### src/design/ple_pkg.sv
// ----------------------------------------------------------------------------
// Positional list engine package
// Shared widths, operation and status codes, and the cell command set.
// ----------------------------------------------------------------------------
`default_nettype none

package ple_pkg;

  // Fixed field widths of the request and response items.
  localparam int unsigned OP_W      = 3;
  localparam int unsigned VAL_W     = 32;
  localparam int unsigned POS_W     = 7;
  localparam int unsigned STAT_W    = 2;
  localparam int unsigned CNT_OUT_W = 7;

  // Defaults for the top-level parameters.
  localparam int unsigned DEF_CAPACITY   = 64;
  localparam int unsigned DEF_DATA_WIDTH = 32;

  typedef enum logic [OP_W-1:0] {
    OP_INSERT = 3'd0,
    OP_REMOVE = 3'd1,
    OP_READ   = 3'd2,
    OP_FIND   = 3'd3,
    OP_SORTED = 3'd4,
    OP_CLEAR  = 3'd5
  } op_e;

  typedef enum logic [STAT_W-1:0] {
    ST_OK      = 2'd0,
    ST_BAD_POS = 2'd1,
    ST_FULL    = 2'd2
  } status_e;

  typedef enum logic [1:0] {
    S_IDLE   = 2'd0,
    S_EXEC   = 2'd1,
    S_REDUCE = 2'd2
  } state_e;

  // What every cell of the row does in the execute cycle.
  typedef enum logic [1:0] {
    CELL_HOLD   = 2'd0,
    CELL_INSERT = 2'd1,
    CELL_REMOVE = 2'd2,
    CELL_PROBE  = 2'd3
  } cell_cmd_e;

  // Per-cell probe results, registered inside the cell.
  typedef struct packed {
    logic hit;
    logic order_bad;
  } cell_flags_t;

endpackage

`default_nettype wire

### src/design/ple_cell.sv
// ----------------------------------------------------------------------------
// Positional list engine cell
// Holds one list entry, shifts it to or from its neighbors, and probes it.
// ----------------------------------------------------------------------------
`default_nettype none

module ple_cell #(
  parameter int unsigned DATA_WIDTH = ple_pkg::DEF_DATA_WIDTH,
  parameter int unsigned CNT_W      = $clog2(ple_pkg::DEF_CAPACITY + 1),
  parameter int unsigned INDEX      = 0
) (
  input  wire logic                      clk_i,
  input  wire ple_pkg::cell_cmd_e        cmd_i,
  input  wire logic [CNT_W-1:0]          tgt_i,
  input  wire logic [CNT_W-1:0]          len_i,
  input  wire logic [DATA_WIDTH-1:0]     value_i,
  input  wire logic [DATA_WIDTH-1:0]     left_i,
  input  wire logic [DATA_WIDTH-1:0]     right_i,
  output      logic [DATA_WIDTH-1:0]     data_o,
  output      ple_pkg::cell_flags_t      flags_o,
  output      logic [DATA_WIDTH-1:0]     rd_o
);

  localparam logic [CNT_W-1:0] IDX = CNT_W'(INDEX);

  logic [DATA_WIDTH-1:0] data_d, data_q;
  logic [DATA_WIDTH-1:0] rd_d, rd_q;
  ple_pkg::cell_flags_t  flags_d, flags_q;
  logic                  live;

  always_comb begin
    data_d = data_q;
    case (cmd_i)
      ple_pkg::CELL_INSERT: begin
        // The target takes the new value; everything behind it moves up one.
        if (IDX == tgt_i) begin
          data_d = value_i;
        end else if (IDX > tgt_i) begin
          data_d = left_i;
        end
      end
      ple_pkg::CELL_REMOVE: begin
        if (IDX >= tgt_i) begin
          data_d = right_i;
        end
      end
      default: begin
      end
    endcase
  end

  always_comb begin
    live              = IDX < len_i;
    flags_d.hit       = live && (data_q == value_i);
    flags_d.order_bad = (INDEX != 0) && live && ($signed(left_i) > $signed(data_q));
    rd_d              = (IDX == tgt_i) ? data_q : '0;
  end

  always_ff @(posedge clk_i) begin
    data_q <= data_d;
    if (cmd_i == ple_pkg::CELL_PROBE) begin
      flags_q <= flags_d;
      rd_q    <= rd_d;
    end
  end

  assign data_o  = data_q;
  assign flags_o = flags_q;
  assign rd_o    = rd_q;

endmodule

`default_nettype wire

### config.mk
export PLATFORM = sky130hd
export DESIGN_NAME = ple_cell
export DESIGN_NICKNAME = d
export VERILOG_FILES = /design/src/design/ple_pkg.sv /design/src/design/ple_cell.sv
export SDC_FILE = /design/constraint.sdc
export NUM_CORES = 1
export LEC_CHECK = 0
export BUFFER_PORTS_ARGS = -buffer_cell sky130_fd_sc_hd__buf_2
export CELL_PAD_IN_SITES_DETAIL_PLACEMENT = 0
export CELL_PAD_IN_SITES_GLOBAL_PLACEMENT = 2
export CORE_UTILIZATION = 24
export CTS_CLUSTER_SIZE = 20
export DETAILED_ROUTE_END_ITERATION = 8
export GPL_TIMING_DRIVEN = 0
export MAX_ROUTING_LAYER = met4
export PLACE_DENSITY = 0.85
export SLEW_MARGIN = 15
export SYNTH_ARGS = -nofsm -noshare
export SYNTH_HDL_FRONTEND = slang
export SYNTH_SLANG_ARGS = --single-unit
### constraint.sdc
create_clock -name clk_i -period 3.2 [get_ports clk_i]
set_input_delay 0.32 -clock clk_i [delete_from_list [all_inputs] [get_ports clk_i]]
set_output_delay 0.32 -clock clk_i [all_outputs]
set_load 0.01 [all_outputs]
==> impl_metrics.toml <==
[run_status]
run_status = "finished clean"

[worst_setup_path]
timing.critical_path.to = "data_o[28]$_DFFE_PP_"
crit_path_start = "tgt_i[4]"
reg2reg_setup_slack_ns = 1.36
crit-reg2reg-capture = "flags_o[1]$_DFFE_PN_"
critPathBufInv = 4
setup.worst_path.end_class = "flip-flop"
r2r.worst_path.cells = 4
worst-path-stages = 8
crit_chain = "buf_2 > or4_4 > nor4_4 > buf_6 > buf_2 > nor2_1 > nor2_4 > buf_16"
crit_required_ns = 3.23
crit_slowest_cell = "sky130_fd_sc_hd__or4_4"
crit_type = "in2reg"
timing.rr.start = "data_o[1]$_DFFE_PP_"
cpPeakStageDelay_ns = 0.53
cp_top_family = "simple AND/OR/NAND/NOR gates"
startpoint_type = "primary input"
crit_top_cell = "sky130_fd_sc_hd__buf_2"
cp_max_fo = 20
critical_path_arrival_ns = 2.45

[clock_tree]
insertion_delay_ns = 0.33
cts_setup_buffers = 0
postCtsResizedCells = 0
cts-hold-fix-buffers = 0
clk_transition_reported_paths_ns = 0.06
h-tree-depth = 3
clockBufferDepth = 2
tritoncts = "built"
cts-buffers-inserted = 9
clock_tree.root_cell = "sky130_fd_sc_hd__clkbuf_16"
cts.sink_count = 65

[floorplanning]
die_height_um = 119
die-area_sq_mm = 0.0142
rows = 42
floorplan.initialDensity_pct = 24.8
die_w_um = 119
pin_count = 179
core_sq_mm = 0.0133

[grt]
first_pass_grt_wire_length_mm = 15.9
grt_antenna_before_repair = 0
maximum_number_of_pins_on_one_net_before_global_route_repair = 21
grt_pass1_vias = 2787
globalRouteOverflowTotal = 0
gr-usage-all-layers_pct = 16.0

[worst_hold_path]
timing.hold.worst.start = "right_i[13]"
min-delay-path-class = "in2reg"

[finish]
post_route_cells_drive_above_1_share_pct = 43.8
multiInputGateArea_sq_mm = 0.00126
area_growth_syn_to_layout_pct = 44.1
seq_area_sq_mm = 0.00195
finalNetCount = 570
layout.cells.most_common_list = "sky130_fd_sc_hd__buf_2, sky130_fd_sc_hd__edfxtp_1"
fillCellCount = 1360
antennaDiodeCount = 0
final_common_cell = "sky130_fd_sc_hd__buf_2"

[sta]
timing.slew.headroom_pct = 59.7
min_period_over_period_pct = 75.7
clock.fmax_mhz = 413
rsz0062_at_grt = "no"
slew_viol_final = 0
tightestPinTransition_ns = 0.605
min_period_ns = 2.42
final.setup_skew_ns = 0.00494
finalSetupTns_ns = 0
finalHoldViolCount = 0
timing.final.setup_violations = 0

[synthesis]
synthesis.nets = 380
postSynthRegisterBits = 65
post_synth_instance_area_sq_mm = 0.00329
synth-seq-area-share_pct = 59.2
yosys_warnings = 0
post_synth_inst_count = 264
synth_area_leader_cell = "sky130_fd_sc_hd__edfxtp_1"
post_synth_main_area_contributors = "sky130_fd_sc_hd__edfxtp_1, sky130_fd_sc_hd__mux2i_1, sky130_fd_sc_hd__xor2_1"
yosysUniqueCellTypes = 22
synth_largest_type_area_fraction_pct = 59.2
avgSynthCellArea_sq_um = 12.5

[detailed_routing]
antenna_left = 0
drt-wirelength-per-cell_um = 16.7
drc = 0
num_vias = 2722
totalWireLength_mm = 10.6
number_of_detailed_routing_iterations_run_before_antenna_repair = 4
via_per_inst = 4.29
drt_first_iter_violations = 104

[run]
maxCapViolations = 0

[pwr]
finalPower_w = 0.00236
cellLeakagePower_nw = 2.01
p_per_area_mw_per_mm2 = 496
vdd_ir_drop_max_mv = 0.181

[placement]
gp_routability_congestion = 0.762
port-buffer-count = 177
hpwl_mm = 8.35
==> through the flow <==
stage          utilization [%]  area (sq um)  hold WS, ns  setup WS, ns  std cells
3_5_place_dp              33.6          4470        0.589         0.371        619
6_report                  35.7          4750        0.283         0.778        635
4_1_cts                   35.7          4750        0.268         0.710        635
3_3_place_gp              33.1          4400        0.575        -0.492        617
5_1_grt                   35.7          4750        0.278         0.608        635
2_1_floorplan                -          3300        0.514         0.541        264
==> layout make-up <==
| class | instances | share of cell area [%] |
|---|---|---|
| clock inverter | 4 | 0.923 |
| timing repair buffer | 179 | 19.8 |
| multi-input combinational | 182 | 26.5 |
| buffer | 15 | 1.85 |
| tap | 176 | 4.64 |
| clock buffer | 12 | 4.98 |
| sequential | 65 | 41.1 |
| inverter | 2 | 0.158 |
==> cell usage after synthesis <==
master and count:
sky130_fd_sc_hd__xor2_1 28, sky130_fd_sc_hd__nand2_1 32, sky130_fd_sc_hd__nand4_1 2, sky130_fd_sc_hd__clkbuf_1 9, sky130_fd_sc_hd__nor3_1 1, sky130_fd_sc_hd__mux2i_1 32, sky130_fd_sc_hd__o21ai_1 32, sky130_fd_sc_hd__edfxtp_1 65
sky130_fd_sc_hd__buf_6 3, sky130_fd_sc_hd__nor4_4 1, sky130_fd_sc_hd__nor2_1 3, sky130_fd_sc_hd__nor4_1 8, sky130_fd_sc_hd__ha_1 3, sky130_fd_sc_hd__inv_1 2, sky130_fd_sc_hd__buf_2 1, sky130_fd_sc_hd__xnor2_1 4
sky130_fd_sc_hd__buf_4 2, sky130_fd_sc_hd__or4_4 1, sky130_fd_sc_hd__and2_1 32, sky130_fd_sc_hd__a2111oi_0 1, sky130_fd_sc_hd__conb_1 1, sky130_fd_sc_hd__nand3_1 1
==> how the worst min path moves through the flow <==
stage	endpoint	slack, ns	cells past startpoint
CTS	data_o[19]$_DFFE_PP_	0.27	3
global route	data_o[4]$_DFFE_PP_	0.28	3
global placement	rd_o[19]$_SDFFCE_PN0N_	0.58	1
detailed placement	rd_o[16]$_SDFFCE_PN0N_	0.59	1
floorplan	data_o[30]$_DFFE_PP_	0.51	2
finish	data_o[13]$_DFFE_PP_	0.28	3
==> where the power goes <==
part           switching (W)  total (W)  internal [W]
combinational       0.000195   0.000350      0.000155
clock               0.000352   0.000950      0.000598
sequential         0.0000464    0.00106       0.00101
total               0.000593    0.00236       0.00176
==> flip-flops by register name, summed over array words and instances, names as in the netlist <==
register / count
data_o: 32
rd_o: 32
flags_o: 1
==> worst reg2reg max path: stages (launching register included) <==
cell                        delay [ns]
sky130_fd_sc_hd__edfxtp_1         0.44
sky130_fd_sc_hd__xor2_1           0.19
sky130_fd_sc_hd__nor4_1           0.45
sky130_fd_sc_hd__nand3_1          0.15
sky130_fd_sc_hd__a2111oi_0        0.38
==> logic make-up after synthesis <==
family / synth area share [%]
and+or+nand+nor: 13.3
DFF: 59.2
other: 0.114
AOI/OAI and AO/OA: 5.13
adders and majority gates: 1.14
xor gates and xnor gates: 8.51
muxes: 9.72
buffers and inverters: 2.89
==> layer usage <==
layer	up-vias	track usage [%]	part of all wire [%]
met2	109	26.9	52
met3	12	3.11	5.8
li1	1327	-	-
met5	-	-	0
met4	0	6.25	1.6
met1	1274	18.7	41
Note: power is estimated with default switching activity, not from simulation.
